**src/rtl/core/bqr_pkg.sv**
```systemverilog
// Shared types and constants for the bounded queue with remove at position.
// Depends on nothing; imported by the interfaces, controller, datapath and top.
package bqr_pkg;

  // Fixed widths of the channel fields
  localparam int unsigned ACTION_W = 2;
  localparam int unsigned ITEM_W   = 16;
  localparam int unsigned POS_W    = 8;
  localparam int unsigned STATUS_W = 2;
  localparam int unsigned COUNT_W  = 5;
  localparam int unsigned CAP_W    = 5;

  // Capacity after reset
  localparam logic [CAP_W-1:0] CAP_RESET = 5'd16;

  typedef enum logic [ACTION_W-1:0] {
    ACT_ENTER  = 2'd0,
    ACT_LEAVE  = 2'd1,
    ACT_REMOVE = 2'd2,
    ACT_NOP    = 2'd3
  } action_t;

  typedef enum logic [STATUS_W-1:0] {
    STS_DONE  = 2'd0,
    STS_FULL  = 2'd1,
    STS_EMPTY = 2'd2,
    STS_RANGE = 2'd3
  } status_t;

  typedef enum logic [1:0] {
    ST_IDLE = 2'd0,
    ST_EXEC = 2'd1,
    ST_RESP = 2'd2
  } state_t;

  // Controller to datapath commands
  typedef struct packed {
    logic capture;   // latch the request word
    logic execute;   // update the queue and load the response register
  } ctl_cmd_t;

  // Datapath to controller status
  typedef struct packed {
    logic nop;       // latched action changes nothing
  } ctl_sts_t;

endpackage

```
**src/rtl/core/bqr_if.sv**
```systemverilog
// Valid/ready channel interfaces: request, response and capacity write.
// Depends on bqr_pkg for field widths.
interface bqr_req_if;
  import bqr_pkg::*;
  logic                valid;
  logic                ready;
  logic [ACTION_W-1:0] action;
  logic [ITEM_W-1:0]   item_value;
  logic [POS_W-1:0]    position;
  modport source (output valid, action, item_value, position, input ready);
  modport sink   (input valid, action, item_value, position, output ready);
endinterface

interface bqr_rsp_if;
  import bqr_pkg::*;
  logic                valid;
  logic                ready;
  logic [STATUS_W-1:0] status;
  logic [ITEM_W-1:0]   removed_value;
  logic [COUNT_W-1:0]  entry_count;
  modport source (output valid, status, removed_value, entry_count, input ready);
  modport sink   (input valid, status, removed_value, entry_count, output ready);
endinterface

interface bqr_cfg_if;
  import bqr_pkg::*;
  logic             valid;
  logic             ready;
  logic [CAP_W-1:0] data;
  modport source (output valid, data, input ready);
  modport sink   (input valid, data, output ready);
endinterface

```
**src/rtl/core/bqr_ctrl.sv**
```systemverilog
// Sequencer for the queue: take one request word, execute, hand out the response.
// Depends on bqr_pkg for the state, command and status types.
module bqr_ctrl (
  input  logic              clk,
  input  logic              rst,
  input  logic              req_valid,
  output logic              req_ready,
  output logic              rsp_valid,
  input  logic              rsp_ready,
  input  bqr_pkg::ctl_sts_t sts,
  output bqr_pkg::ctl_cmd_t cmd
);
  import bqr_pkg::*;

  state_t state, state_next;

  // Hold the current state
  always_ff @(posedge clk) begin
    if (rst) begin
      state <= ST_IDLE;
    end else begin
      state <= state_next;
    end
  end

  // Advance on handshakes
  always_comb begin
    state_next = state;
    case (state)
      ST_IDLE: begin
        if (req_valid) state_next = ST_EXEC;
      end
      ST_EXEC: begin
        state_next = ST_RESP;
      end
      ST_RESP: begin
        if (rsp_ready) state_next = ST_IDLE;
      end
      default: begin
        state_next = ST_IDLE;
      end
    endcase
  end

  // Drive handshakes and datapath commands
  always_comb begin
    req_ready   = 1'b0;
    rsp_valid   = 1'b0;
    cmd.capture = 1'b0;
    cmd.execute = 1'b0;
    case (state)
      ST_IDLE: begin
        req_ready   = 1'b1;
        cmd.capture = req_valid;
      end
      ST_EXEC: begin
        cmd.execute = !sts.nop;
      end
      ST_RESP: begin
        rsp_valid = 1'b1;
      end
      default: begin
        req_ready = 1'b0;
      end
    endcase
  end

endmodule

```
**src/rtl/core/bqr_dpath.sv**
```systemverilog
// Queue datapath: row of entry cells with gap-closing shift, count and capacity.
// Depends on bqr_pkg for widths, action and status codes, command and status types.
module bqr_dpath #(
  parameter int unsigned QUEUE_DEPTH = 16,
  parameter int unsigned VALUE_BITS  = 16
) (
  input  logic                            clk,
  input  logic                            rst,
  input  bqr_pkg::ctl_cmd_t               cmd,
  output bqr_pkg::ctl_sts_t               sts,
  input  logic [bqr_pkg::ACTION_W-1:0]    req_action,
  input  logic [bqr_pkg::ITEM_W-1:0]      req_item,
  input  logic [bqr_pkg::POS_W-1:0]       req_pos,
  input  logic                            cfg_we,
  input  logic [bqr_pkg::CAP_W-1:0]       cfg_data,
  output logic [bqr_pkg::STATUS_W-1:0]    rsp_status,
  output logic [bqr_pkg::ITEM_W-1:0]      rsp_removed,
  output logic [bqr_pkg::COUNT_W-1:0]     rsp_count
);
  import bqr_pkg::*;

  localparam int unsigned CW   = $clog2(QUEUE_DEPTH + 1);
  localparam int unsigned IW   = $clog2(QUEUE_DEPTH);
  localparam int unsigned CMPW = (CW > POS_W) ? CW + 1 : POS_W + 1;
  localparam logic [CMPW-1:0] DEPTH_C = CMPW'(QUEUE_DEPTH);

  // Latched request word
  action_t           act;
  logic [ITEM_W-1:0] item;
  logic [POS_W-1:0]  pos;

  logic [CAP_W-1:0]      capacity;
  logic [CW-1:0]         cnt;
  logic [VALUE_BITS-1:0] slot [QUEUE_DEPTH];

  logic [STATUS_W-1:0] status_q;
  logic [ITEM_W-1:0]   removed_q;

  logic [CMPW-1:0]       cnt_w, cap_w, cap_lim, pos_w, idx_w;
  logic [IW-1:0]         idx;
  logic [VALUE_BITS-1:0] item_st, pick;
  logic [ITEM_W-1:0]     pick_out;
  logic                  do_enter, do_take;
  status_t               status_next;

  // Capture the request word
  always_ff @(posedge clk) begin
    if (cmd.capture) begin
      act  <= action_t'(req_action);
      item <= req_item;
      pos  <= req_pos;
    end
  end

  assign sts.nop = (act == ACT_NOP);

  // Hold the capacity register
  always_ff @(posedge clk) begin
    if (rst) begin
      capacity <= CAP_RESET;
    end else if (cfg_we) begin
      capacity <= cfg_data;
    end
  end

  // Fit the item to the stored width and the picked entry to the port width
  generate
    if (VALUE_BITS > ITEM_W) begin : g_wide
      assign item_st  = {{(VALUE_BITS-ITEM_W){1'b0}}, item};
      assign pick_out = pick[ITEM_W-1:0];
    end else if (VALUE_BITS == ITEM_W) begin : g_same
      assign item_st  = item;
      assign pick_out = pick;
    end else begin : g_narrow
      assign item_st  = item[VALUE_BITS-1:0];
      assign pick_out = {{(ITEM_W-VALUE_BITS){1'b0}}, pick};
    end
  endgenerate

  // Decide the action outcome
  always_comb begin
    cnt_w       = CMPW'(cnt);
    cap_w       = CMPW'(capacity);
    cap_lim     = (cap_w > DEPTH_C) ? DEPTH_C : cap_w;
    pos_w       = CMPW'(pos);
    idx_w       = '0;
    do_enter    = 1'b0;
    do_take     = 1'b0;
    status_next = STS_DONE;
    case (act)
      ACT_ENTER: begin
        if (cnt_w >= cap_lim) status_next = STS_FULL;
        else                  do_enter    = 1'b1;
      end
      ACT_LEAVE: begin
        if (cnt_w == '0) status_next = STS_EMPTY;
        else             do_take     = 1'b1;
      end
      ACT_REMOVE: begin
        if (pos_w > cnt_w)     status_next = STS_RANGE;
        else if (cnt_w == '0)  status_next = STS_EMPTY;
        else begin
          do_take = 1'b1;
          if (pos_w != '0) idx_w = pos_w - CMPW'(1);
        end
      end
      default: begin
        status_next = STS_DONE;
      end
    endcase
  end

  assign idx  = idx_w[IW-1:0];
  assign pick = slot[idx];

  // Update each cell: append at the rear, or close the gap behind the taken slot
  generate
    for (genvar i = 0; i < QUEUE_DEPTH; i++) begin : g_cell
      if (i + 1 < QUEUE_DEPTH) begin : g_mid
        always_ff @(posedge clk) begin
          if (cmd.execute) begin
            if (do_enter && cnt == CW'(i)) begin
              slot[i] <= item_st;
            end else if (do_take && IW'(i) >= idx) begin
              slot[i] <= slot[i+1];
            end
          end
        end
      end else begin : g_last
        always_ff @(posedge clk) begin
          if (cmd.execute && do_enter && cnt == CW'(i)) begin
            slot[i] <= item_st;
          end
        end
      end
    end
  endgenerate

  // Advance the count
  always_ff @(posedge clk) begin
    if (rst) begin
      cnt <= '0;
    end else if (cmd.execute) begin
      if (do_enter)     cnt <= cnt + CW'(1);
      else if (do_take) cnt <= cnt - CW'(1);
    end
  end

  // Load the response word; a no-op reports done with nothing removed
  always_ff @(posedge clk) begin
    if (cmd.capture) begin
      status_q  <= STS_DONE;
      removed_q <= '0;
    end else if (cmd.execute) begin
      status_q  <= status_next;
      removed_q <= do_take ? pick_out : '0;
    end
  end

  assign rsp_status  = status_q;
  assign rsp_removed = removed_q;
  generate
    if (CW >= COUNT_W) begin : g_cnt_cut
      assign rsp_count = cnt[COUNT_W-1:0];
    end else begin : g_cnt_ext
      assign rsp_count = {{(COUNT_W-CW){1'b0}}, cnt};
    end
  endgenerate

endmodule

```
**src/rtl/core/bounded_queue_remove_at_position.sv**
```systemverilog
// Top level of the bounded queue with remove at position.
// Depends on bqr_pkg, bqr_if, bqr_ctrl and bqr_dpath.
//
//  channel | dir | fields                                  | accepted when
//  --------+-----+-----------------------------------------+--------------------
//  req     | in  | action, item_value, position            | valid && ready
//  rsp     | out | status, removed_value, entry_count      | valid && ready
//
//  cfg     | in  | data (capacity)                         | valid && ready
//
// A request word is captured at its accepting edge and executed at the next edge.
// Its response word is valid from that edge on and holds until it is taken. The next
// request word is accepted only after the response is taken, so the block finishes
// one word before it takes another. A stalled response holds the request channel.
// The entry cells shift every entry behind the taken slot in the execute cycle.
// Synchronous reset empties the queue and sets capacity to 16; entry cells are not
// cleared. Capacity writes are always taken.
module bounded_queue_remove_at_position #(
  parameter int unsigned QUEUE_DEPTH = 16,
  parameter int unsigned VALUE_BITS  = 16
) (
  input logic   clk,
  input logic   rst,
  bqr_req_if.sink   req,
  bqr_rsp_if.source rsp,
  bqr_cfg_if.sink   cfg
);
  import bqr_pkg::*;

  ctl_cmd_t cmd;
  ctl_sts_t sts;

  assign cfg.ready = 1'b1;

  bqr_ctrl u_ctrl (
    .clk       (clk),
    .rst       (rst),
    .req_valid (req.valid),
    .req_ready (req.ready),
    .rsp_valid (rsp.valid),
    .rsp_ready (rsp.ready),
    .sts       (sts),
    .cmd       (cmd)
  );

  bqr_dpath #(
    .QUEUE_DEPTH (QUEUE_DEPTH),
    .VALUE_BITS  (VALUE_BITS)
  ) u_dpath (
    .clk         (clk),
    .rst         (rst),
    .cmd         (cmd),
    .sts         (sts),
    .req_action  (req.action),
    .req_item    (req.item_value),
    .req_pos     (req.position),
    .cfg_we      (cfg.valid),
    .cfg_data    (cfg.data),
    .rsp_status  (rsp.status),
    .rsp_removed (rsp.removed_value),
    .rsp_count   (rsp.entry_count)
  );

endmodule

```
**src/flat_wrapper.sv**
```systemverilog
// flat-port wrapper written by rule: the top's interface ports become plain ports
module bounded_queue_remove_at_position_flat import bqr_pkg::*;
#(
  parameter int unsigned QUEUE_DEPTH = 16,
  parameter int unsigned VALUE_BITS  = 16
)
  (clk, rst, req_valid, req_action, req_item_value, req_position, req_ready, rsp_valid, rsp_status, rsp_removed_value, rsp_entry_count, rsp_ready, cfg_valid, cfg_data, cfg_ready);
  bqr_req_if req_i ();
  bqr_rsp_if rsp_i ();
  bqr_cfg_if cfg_i ();
  input logic clk;
  input logic rst;
  input wire logic [$bits(req_i.valid)-1:0] req_valid;
  input wire logic [$bits(req_i.action)-1:0] req_action;
  input wire logic [$bits(req_i.item_value)-1:0] req_item_value;
  input wire logic [$bits(req_i.position)-1:0] req_position;
  output wire logic [$bits(req_i.ready)-1:0] req_ready;
  output wire logic [$bits(rsp_i.valid)-1:0] rsp_valid;
  output wire logic [$bits(rsp_i.status)-1:0] rsp_status;
  output wire logic [$bits(rsp_i.removed_value)-1:0] rsp_removed_value;
  output wire logic [$bits(rsp_i.entry_count)-1:0] rsp_entry_count;
  input wire logic [$bits(rsp_i.ready)-1:0] rsp_ready;
  input wire logic [$bits(cfg_i.valid)-1:0] cfg_valid;
  input wire logic [$bits(cfg_i.data)-1:0] cfg_data;
  output wire logic [$bits(cfg_i.ready)-1:0] cfg_ready;
  assign req_i.valid = req_valid;
  assign req_i.action = req_action;
  assign req_i.item_value = req_item_value;
  assign req_i.position = req_position;
  assign req_ready = req_i.ready;
  assign rsp_valid = rsp_i.valid;
  assign rsp_status = rsp_i.status;
  assign rsp_removed_value = rsp_i.removed_value;
  assign rsp_entry_count = rsp_i.entry_count;
  assign rsp_i.ready = rsp_ready;
  assign cfg_i.valid = cfg_valid;
  assign cfg_i.data = cfg_data;
  assign cfg_ready = cfg_i.ready;
  bounded_queue_remove_at_position #(.QUEUE_DEPTH(QUEUE_DEPTH), .VALUE_BITS(VALUE_BITS)) u_core (.clk(clk), .rst(rst), .req(req_i), .rsp(rsp_i), .cfg(cfg_i));
endmodule
```
**config.mk**
```make
export PLATFORM = sky130hd
export DESIGN_NAME = bounded_queue_remove_at_position_flat
export DESIGN_NICKNAME = d
export VERILOG_FILES = /design/src/rtl/core/bqr_pkg.sv /design/src/rtl/core/bqr_if.sv /design/src/rtl/core/bqr_ctrl.sv /design/src/rtl/core/bqr_dpath.sv /design/src/rtl/core/bounded_queue_remove_at_position.sv /design/src/flat_wrapper.sv
export SDC_FILE = /design/constraint.sdc
export NUM_CORES = 1
export LEC_CHECK = 0
export BUFFER_PORTS_ARGS = -buffer_cell sky130_fd_sc_hd__buf_4
export CAP_MARGIN = 20
export CORE_UTILIZATION = 55
export CTS_CLUSTER_DIAMETER = 200
export DETAILED_ROUTE_END_ITERATION = 8
export PLACE_DENSITY = 0.72
export SYNTH_ARGS = -nofsm -noshare
export SYNTH_HDL_FRONTEND = slang
export SYNTH_HIERARCHICAL = 1
export SYNTH_SLANG_ARGS = --single-unit
export TNS_END_PERCENT = 10
```
**constraint.sdc**
```tcl
create_clock -name clk -period 8 [get_ports clk]
set_input_delay 1.6 -clock clk [delete_from_list [all_inputs] [get_ports clk]]
set_output_delay 1.6 -clock clk [all_outputs]
set_load 0.01 [all_outputs]
```
==> results of run 1 <==
synth_stat cells (5+ instances only):
master	instances
a2111oi_0	9
a211o_1	5
a211oi_1	36
a21o_1	5
a21oi_1	20
a221oi_1	6
a22oi_1	8
a32o_1	7
and2_1	5
and3_1	48
buf_2	35
clkbuf_1	42
dfxtp_1	30
edfxtp_1	282
ha_1	22
inv_1	14
mux2_1	21
mux2_2	224
mux2i_1	32
mux4_2	5
nand2_1	62
nand3_1	29
nor2_1	34
nor2b_1	6
nor3_1	14
nor4_1	5
o211ai_1	6
o21ai_0	36
o22ai_1	14
o31ai_1	6
or3_1	7
or4_1	6
critical path: cells and delay by family (launching register included):
family / cells / cell delay [ps]
AOI/OAI and AO/OA: 2 / 1070
adders and majority gates: 1 / 460
buffers and inverters: 4 / 1620
DFF: 1 / 320
muxes: 2 / 550
and+or+nand+nor: 3 / 1160
metrics by stage:
| stage | setup WS [ps] | instances | hold slack (ps) | util [%] | power [mW] |
|---|---|---|---|---|---|
| floorplan | 3990 | 1183 | 452 | - | 2.01 |
| global placement | 2760 | 1569 | 471 | 58.7 | 2.09 |
| detailed placement | 2740 | 1572 | 474 | 58.8 | 2.10 |
| CTS | 2690 | 1634 | 483 | 62.6 | 3.61 |
| global route | 2330 | 1636 | 511 | 62.7 | 3.70 |
| finish | 2510 | 1637 | 480 | 62.7 | 3.61 |
sequential cells by signal, summed over array words and instances (netlist names):
register and cells:
u_core/u_dpath/rsp_removed 16, u_core/u_dpath/rsp_count 5, u_core/u_dpath/pos 8, u_core/u_dpath/capacity 5, u_core/u_dpath/act 2, u_core/u_dpath/item 16
u_core/u_dpath/slot 256, u_core/u_ctrl/state 2, u_core/u_dpath/rsp_status 2
layout make-up:
type                            count  area share, %
Sequential cell                   312           50.4
Multi-Input combinational cell    769           36.5
Clock buffer                       46           5.15
Timing Repair Buffer               94           4.07
Tap cell                          384           2.67
Clock inverter                     16          0.841
Inverter                           15          0.313
Antenna cell                        1         0.0139
per-layer routing:
layer,wire [µm],up-vias
li1,-,4768
met1,19000,5663
met2,21600,748
met3,5530,158
met4,2190,0
met5,0,-
worst max-delay path by stage:
stage,startpoint,endpoint,slack (ps)
3_5_place_dp,u_core/u_dpath/pos[0],u_core/u_dpath/slot[6][12],2740
5_1_grt,u_core/u_dpath/pos[0],u_core/u_dpath/slot[6][8],2330
3_3_place_gp,u_core/u_dpath/pos[0],u_core/u_dpath/slot[14][10],2760
2_1_floorplan,req_valid,u_core/u_dpath/rsp_removed[8],3990
4_1_cts,u_core/u_dpath/pos[0],u_core/u_dpath/slot[6][8],2690
6_report,u_core/u_dpath/pos[0],u_core/u_dpath/slot[6][8],2510
power breakdown:
part           switching [mW]  leakage, nW  internal (mW)
clock network           0.650        0.520          0.885
registers              0.0375         2.79           1.80
logic                   0.127         2.87          0.106
cell families (layout without fill, tap and decap cells):
family / count (synthesis) / in the layout / synth area share [%]
adder cells (fa/ha/maj): 22 / 22 / 1.72
AND/OR/NAND/NOR: 241 / 241 / 7.99
AO/OA/AOI/OAI: 219 / 219 / 10.7
XOR/XNOR: 4 / 4 / 0.219
buffers and inverters: 102 / 171 / 2.90
other: 1 / 2 / 0.0234
flip-flops: 312 / 312 / 56.6
multiplexers: 282 / 282 / 19.9
==> impl_metrics.csv, run 1 <==
group,metric,value,unit
status,status,"finished clean",
timing,finalClockSkew,11.7,ps
floorplanning,die_area,29800,µm²
synthesis,ys_seq_elements,312,
cts,post_cts_buffers,0,
timing,clock.fmax,182,MHz
synthesis,synth_top_area_share,52.8,%
synthesis,synth_ff_type,"edfxtp_1",
timing,finalSetupViolations,0,
worst_hold_path,holdPathEnd,"u_core/u_dpath/rsp_removed[0]",
placed_design,hpwlAfterDp,31.2,mm
route,first_iter_violations,1369,
route,dr.pass1.iters,6,
cts,hold_buffers,0,
synthesis,ys_seq_area_share,56.6,%
global_routing,grt_pass1_vias,11100,
cts,clock_sinks,312,
synthesis,synth_cell_type_count,84,
worst_hold_path,worstHoldPathCells,2,
layout,layout_commonest_cell,"edfxtp_1",
layout,nets,1284,
worst_setup_path,timing.rr.end,"u_core/u_dpath/slot[6][8]",
timing,tns,0,ps
synthesis,syn_avg_cell_area,13.5,µm²
global_routing,grt_max_degree,56,
layout,syn2layout_area_growth,12.3,%
global_routing,grt_first_pass_wirelength,71.8,mm
worst_setup_path,ff2ff_path_depth,12,
layout,layout-drive-gt1-share,33.3,%
pwr,irDropWorstVdd,153,µV
worst_hold_path,min_from,"u_core/u_dpath/rsp_removed[0]",
worst_setup_path,slowest_stage,"a21o_2",
floorplanning,die_y,173,µm
floorplanning,die_w,173,µm
placed_design,port_buffers,60,
cts,cts_made_buffers,34,
floorplanning,rows,62,
worst_setup_path,regToRegStartpoint,"u_core/u_dpath/pos[0]",
worst_setup_path,worst-path-max-fanout,34,
synthesis,synth_edf_count,282,
layout,multi_input_area,6580,µm²
synthesis,synthCells,1183,
route,final_antenna_net_count,0,
timing,report.final.slew_viol_count,0,
synthesis,synthArstFlopShare,0,%
worst_setup_path,path_common_cell,"buf_4",
global_routing,antenna_found_initial,1,
worst_setup_path,cp-start-kind,"register",
worst_setup_path,worstPathRequired,8260,ps
worst_setup_path,ff2ff_setup_slack,2510,ps
cts,clock_latency,520,ps
timing,slew_headroom,14.6,%
synthesis,syn-cell-area,16000,µm²
layout,layout_common_cells,"edfxtp_1, mux2_2, buf_4",
worst_setup_path,critPathKind,"reg2reg",
floorplanning,start_util,55.8,%
layout,n_fill_cell,2222,
timing,rsz0062_at_grt,"no",
route,drc,0,
cts,clock_path_buffers,3,
placed_design,place.gp.congestion,0.985,
job,drv_cap,0,
placed_design,dpl_cell_area,16900,µm²
cts,path_clk_slew,60,ps
timing,min_period_over_period,68.6,%
worst_hold_path,hold_path.class,"reg2reg",
layout,postLayoutCellArea,18000,µm²
global_routing,grtUsageMet3,7.32,%
global_routing,use_met2,49.0,%
synthesis,syn-num-nets,1241,
global_routing,busiest_layer,"met2",
route,wl,48.3,mm
layout,ff_latch_area,9070,µm²
cts,cts_root_buffer,"clkbuf_16",
worst_setup_path,worstPathCellList,"buf_4, clkinv_1, ha_1, nand4_1, mux2i_1, a21o_2, buf_4, nand3_1, and3_1, o211ai_1, buf_4, mux2_2",
global_routing,gr-usage-all-layers,32.3,%
synthesis,synth_largest_area_cell,"edfxtp_1",
global_routing,overflow,0,
cts,cts_resized,0,
synthesis,yosys_warnings,6,
pwr,power.density,200,nW/µm²
timing,worst_pin_slew,1270,ps
worst_setup_path,cp.arrival,5750,ps
route,wire_per_inst,29.5,µm
floorplanning,core_area,28700,µm²
worst_setup_path,end_kind,"register",
worst_setup_path,max_stage_delay,610,ps
route,vias,11300,
pwr,p_leak,6.18,nW
synthesis,ys_top_cells_by_area,"edfxtp_1, mux2_2, dfxtp_1",
route,vias_per_cell,6.93,
timing,period_minus_slack,5490,ps
timing,hold_viol_final,0,
cts,cts_htree_levels,2,
cts,cts_tree,"done",
global_routing,grtUsageMet1,44.7,%
floorplanning,ios,62,
Note: power is estimated with default switching activity, not from simulation.
==> run 2: changes to the inputs <==
Settings changed: PLACE_DENSITY 0.72 to 0.75.
Clock period 8 ns to 4.8 ns, I/O delays scaled along.
==> impl_metrics.csv, run 2 (synthesized netlist as in run 1, its figures left out) <==
group,metric,value,unit
pwr,p_total,5.91,mW
worst_setup_path,timing.rr.end,"u_core/u_dpath/rsp_removed[6]",
pwr,clockPowerShare,41.5,%
cts,cts_tree,"done",
floorplanning,rows,62,
route,drc,0,
route,dr.pass1.iters,6,
placed_design,place.gp.congestion,0.933,
global_routing,grt_max_degree,44,
layout,largest_register_ffs,256,
pwr,combPwrFrac,6.7,%
worst_setup_path,ff2ff_setup_slack,540,ps
worst_setup_path,worst-path-max-fanout,35,
floorplanning,die_y,173,µm
pwr,power.density,325,nW/µm²
worst_setup_path,startpoint,"u_core/u_dpath/rsp_count[4]",
route,vias,11600,
cts,post_cts_buffers,0,
worst_setup_path,end_kind,"register",
placed_design,port_buffers,60,
route,wl,48.7,mm
timing,min_period_over_period,88.8,%
floorplanning,die_w,173,µm
global_routing,gr-usage-all-layers,32.6,%
pwr,swShare,22.7,%
worst_setup_path,critPathKind,"reg2reg",
placed_design,dpl_cell_area,17200,µm²
pwr,irDropWorstVdd,350,µV
cts,clock_path_buffers,3,
layout,regMostFlops,"u_core/u_dpath/slot",
worst_setup_path,crit_end,"u_core/u_dpath/rsp_removed[6]",
layout,layout_common_cells,"edfxtp_1, mux2_2, buf_4",
worst_setup_path,worstPathCellList,"inv_1, ha_1, or4_4, a211oi_2, a21o_2, buf_4, nand3_1, o21ai_0, o22ai_1, a32o_1",
worst_setup_path,worstPathRequired,5210,ps
global_routing,grt_first_pass_wirelength,72.3,mm
worst_setup_path,ff2ff_path_depth,10,
pwr,p_switching,1.34,mW
worst_setup_path,regToRegStartpoint,"u_core/u_dpath/rsp_count[4]",
layout,nets,1312,
cts,hold_buffers,0,
worst_setup_path,max_stage_delay,620,ps
route,first_iter_violations,1777,
timing,finalClockSkew,13.7,ps
timing,report.final.slew_viol_count,0,
worst_hold_path,hold_path.class,"reg2reg",
cts,clock_latency,530,ps
global_routing,antenna_found_initial,2,
global_routing,overflow,0,
pwr,p_seq_share,51.8,%
timing,slew_headroom,27.5,%
timing,rsz0062_at_grt,"no",
route,wire_per_inst,29.3,µm
cts,clock_sinks,312,
worst_setup_path,slowest_stage,"nand3_1",
timing,clock.fmax,235,MHz
floorplanning,start_util,55.8,%
timing,worst_pin_slew,1090,ps
layout,layout_commonest_cell,"edfxtp_1",
floorplanning,ios,62,
route,vias_per_cell,6.96,
pwr,p_leak,6.30,nW
cts,cts_made_buffers,35,
layout,n_fill_cell,2209,
timing,hold_viol_final,0,
layout,syn2layout_area_growth,13.4,%
cts,path_clk_slew,60,ps
cts,cts_resized,0,
pwr,p_int,4.56,mW
route,final_antenna_net_count,0,
status,status,"finished clean",
worst_setup_path,cp-start-kind,"register",
global_routing,grt_pass1_vias,11100,
layout,layout-drive-gt1-share,34.4,%
floorplanning,core_area,28700,µm²
cts,cts_htree_levels,2,
layout,final_core_util,63.3,%
cts,cts_root_buffer,"clkbuf_16",
timing,tns,0,ps
job,drv_cap,0,
placed_design,hpwlAfterDp,30.3,mm
layout,postLayoutCellArea,18200,µm²
worst_setup_path,cp.arrival,4680,ps
timing,finalSetupViolations,0,
timing,period_minus_slack,4260,ps
floorplanning,die_area,29800,µm²
-- run 2: area by class of cell --
class | instances | area [µm²] | area share (%)
multi-input combinational | 769 | 6580 | 36.2
sequential | 312 | 9070 | 49.9
inverter | 15 | 56.3 | 0.310
timing repair buffer | 121 | 973 | 5.36
antenna | 1 | 2.50 | 0.0138
tap | 384 | 480 | 2.64
clock buffer | 52 | 950 | 5.23
clock inverter | 9 | 63.8 | 0.351
-- run 2: power by group through the flow --
stage,Clock [mW],Sequential [mW],Combinational (mW)
floorplan,0,3.08,0.276
global placement,0,3.11,0.374
detailed placement,0,3.11,0.386
CTS,2.47,3.06,0.389
global route,2.57,3.06,0.420
finish,2.45,3.06,0.398
-- run 2: stage by stage --
step	instances	worst slack [ps]	hold WS [ps]
after global placement	1599	738	452
after global routing	1662	391	495
after detailed placement	1601	670	450
after floorplan	1183	1000	452
final	1663	537	469
after CTS	1662	668	464
-- run 2: per-layer routing --
metal	GRT usage (%)	routed length, µm	part of all wire (%)
met1	45.0	18900	39
met3	7.45	5830	12
met5	0	11	0.023
met2	49.2	21500	44
met4	15.2	2490	5.1
-- run 2: how the worst min path moves through the flow --
| stage | from | to | cells after the start |
|---|---|---|---|
| CTS | u_core/u_dpath/rsp_removed[4] | u_core/u_dpath/rsp_removed[4] | 2 |
| detailed placement | u_core/u_dpath/rsp_removed[4] | u_core/u_dpath/rsp_removed[4] | 2 |
| global placement | u_core/u_dpath/rsp_removed[15] | u_core/u_dpath/rsp_removed[15] | 2 |
| finish | u_core/u_dpath/rsp_removed[4] | u_core/u_dpath/rsp_removed[4] | 2 |
| global route | u_core/u_dpath/rsp_removed[4] | u_core/u_dpath/rsp_removed[4] | 2 |
| floorplan | u_core/u_dpath/capacity[0] | u_core/u_dpath/capacity[0] | 2 |
-- run 2: critical path, delay by kind of cell, from the launching register on --
family	cells	cell delay, ps
AOI/OAI and AO/OA	5	1630
adders and majority gates	1	230
buffers and inverters	2	640
DFF	1	460
and+or+nand+nor	2	1160
==> run 3: changes to the inputs <==
Settings changed: PLACE_DENSITY 0.75 to 0.78.
==> impl_metrics.csv, run 3 (synthesized netlist as in run 1, its figures left out) <==
group,metric,value,unit
status,status,"finished clean",
global_routing,grt_pass1_vias,11300,
global_routing,gr-usage-all-layers,32.2,%
pwr,p_leak,6.28,nW
layout,syn2layout_area_growth,13.1,%
floorplanning,core_area,28700,µm²
worst_setup_path,max_stage_delay,960,ps
placed_design,place.gp.congestion,0.954,
cts,post_cts_buffers,0,
layout,fin_cells,1658,
worst_setup_path,end_kind,"register",
placed_design,hpwlAfterDp,30.3,mm
layout,layout_common_cells,"edfxtp_1, mux2_2, buf_4",
worst_hold_path,worstHoldPathCells,2,
timing,slew_headroom,29.1,%
timing,period_minus_slack,4250,ps
layout,layout-drive-gt1-share,34.5,%
route,dr.pass1.iters,5,
worst_hold_path,holdPathEnd,"u_core/u_dpath/rsp_removed[4]",
pwr,power.density,328,nW/µm²
timing,tns,0,ps
cts,cts_htree_levels,2,
worst_setup_path,slowest_stage,"o21ai_2",
timing,min_period_over_period,88.5,%
layout,layout_commonest_cell,"edfxtp_1",
worst_setup_path,timing.rr.end,"u_core/u_dpath/slot[7][12]",
worst_setup_path,ff2ff_path_depth,11,
worst_setup_path,worstPathCellList,"inv_1, ha_1, nand2b_1, a21o_1, a21o_1, o41ai_4, buf_4, nand3_1, o21ai_2, buf_4, mux2_2",
route,vias,11500,
layout,regMostFlops,"u_core/u_dpath/slot",
global_routing,antenna_found_initial,0,
global_routing,grt_first_pass_wirelength,71.7,mm
worst_setup_path,regToRegStartpoint,"u_core/u_dpath/rsp_count[0]",
worst_setup_path,worstPathRequired,5070,ps
placed_design,port_buffers,60,
cts,cts_tree,"done",
floorplanning,rows,62,
cts,path_clk_slew,60,ps
route,final_antenna_net_count,0,
floorplanning,ios,62,
timing,hold_viol_final,0,
cts,clock_path_buffers,3,
floorplanning,die_y,173,µm
route,drc,0,
floorplanning,die_area,29800,µm²
worst_setup_path,ff2ff_setup_slack,550,ps
cts,cts_resized,0,
layout,nets,1308,
layout,largest_register_ffs,256,
global_routing,grt_max_degree,44,
worst_hold_path,min_from,"u_core/u_dpath/rsp_removed[4]",
route,vias_per_cell,6.91,
worst_setup_path,worst-path-max-fanout,16,
cts,clock_latency,540,ps
job,drv_cap,0,
cts,cts_root_buffer,"clkbuf_16",
pwr,p_total,5.94,mW
layout,diodes,0,
timing,report.final.slew_viol_count,0,
timing,finalSetupViolations,0,
floorplanning,start_util,55.8,%
pwr,irDropWorstVdd,338,µV
worst_setup_path,cp-start-kind,"register",
timing,finalClockSkew,21.3,ps
timing,clock.fmax,235,MHz
cts,hold_buffers,0,
floorplanning,die_w,173,µm
placed_design,pre_cts_ws,692,ps
route,wl,48.0,mm
timing,setup_slack,551,ps
timing,rsz0062_at_grt,"no",
route,first_iter_violations,1723,
worst_setup_path,cp.arrival,4520,ps
placed_design,dp_cells,1595,
worst_hold_path,hold_path.class,"reg2reg",
global_routing,overflow,0,
layout,final_core_util,63.1,%
cts,clock_sinks,312,
cts,cts_made_buffers,35,
worst_setup_path,critPathKind,"reg2reg",
timing,worst_pin_slew,1060,ps
route,wire_per_inst,28.9,µm
==> run 3: cell types whose count changed in the layout (fill, tap and decap cells not counted), moves of 2 or more <==
cell      before  now
clkbuf_1      16    8
clkinv_1       4    7
clkinv_2       3    6
buf_12         2    0
buf_4        117  115
clkbuf_8       1    3
clkinv_8       0    2
==> run 3: report_power, final <==
part | internal, mW | switching, mW
registers | 3.00 | 0.0584
clock network | 1.39 | 1.09
logic | 0.182 | 0.214
total | 4.58 | 1.36
==> run 3: routing by layer <==
metal  GRT usage (%)  up-vias  routed length (µm)  part of all wire, %
met5               0        -                   0                    0
met3            8.99      163                6110                   13
li1                -     4827                   -                    -
met2            48.1      820               20900                   44
met4            16.5        0                2560                  5.3
met1            43.2     5651               18400                   38
==> run 3: worst max path at each step <==
| stage | to | slack (ps) | startpoint |
|---|---|---|---|
| 6_report | u_core/u_dpath/slot[7][12] | 550 | u_core/u_dpath/rsp_count[0] |
| 5_1_grt | u_core/u_dpath/slot[7][12] | 490 | u_core/u_dpath/rsp_count[0] |
| 4_1_cts | u_core/u_dpath/slot[7][12] | 690 | u_core/u_dpath/rsp_count[0] |
| 3_5_place_dp | u_core/u_dpath/slot[7][11] | 690 | u_core/u_dpath/rsp_count[0] |
| 3_3_place_gp | u_core/u_dpath/slot[7][12] | 810 | u_core/u_dpath/rsp_count[0] |
| 2_1_floorplan | u_core/u_dpath/slot[14][0] | 1000 | u_core/u_dpath/pos[0] |
==> run 3: critical path, delay by kind of cell, from the launching register on <==
kind,cells,cell delay [ps]
and+or+nand+nor,2,560
DFF,1,460
muxes,1,360
buffers and inverters,3,740
AOI/OAI and AO/OA,4,1540
adders and majority gates,1,320
==> run 3: final cells by class <==
cell class	count	area, µm²
flip-flops and latches	312	9070
well taps	384	480
inverters	15	56.3
clock buffers	46	947
repair buffers	117	902
clock inverters	15	92.6
fillers	2169	10600
multi-input cells	769	6580
==> run 3: metrics by stage <==
step / area (µm²) / hold slack (ps)
after global routing: 18100 / 489
after CTS: 18100 / 476
final: 18100 / 472
after floorplan: 16000 / 452
after global placement: 17000 / 457
after detailed placement: 17000 / 462
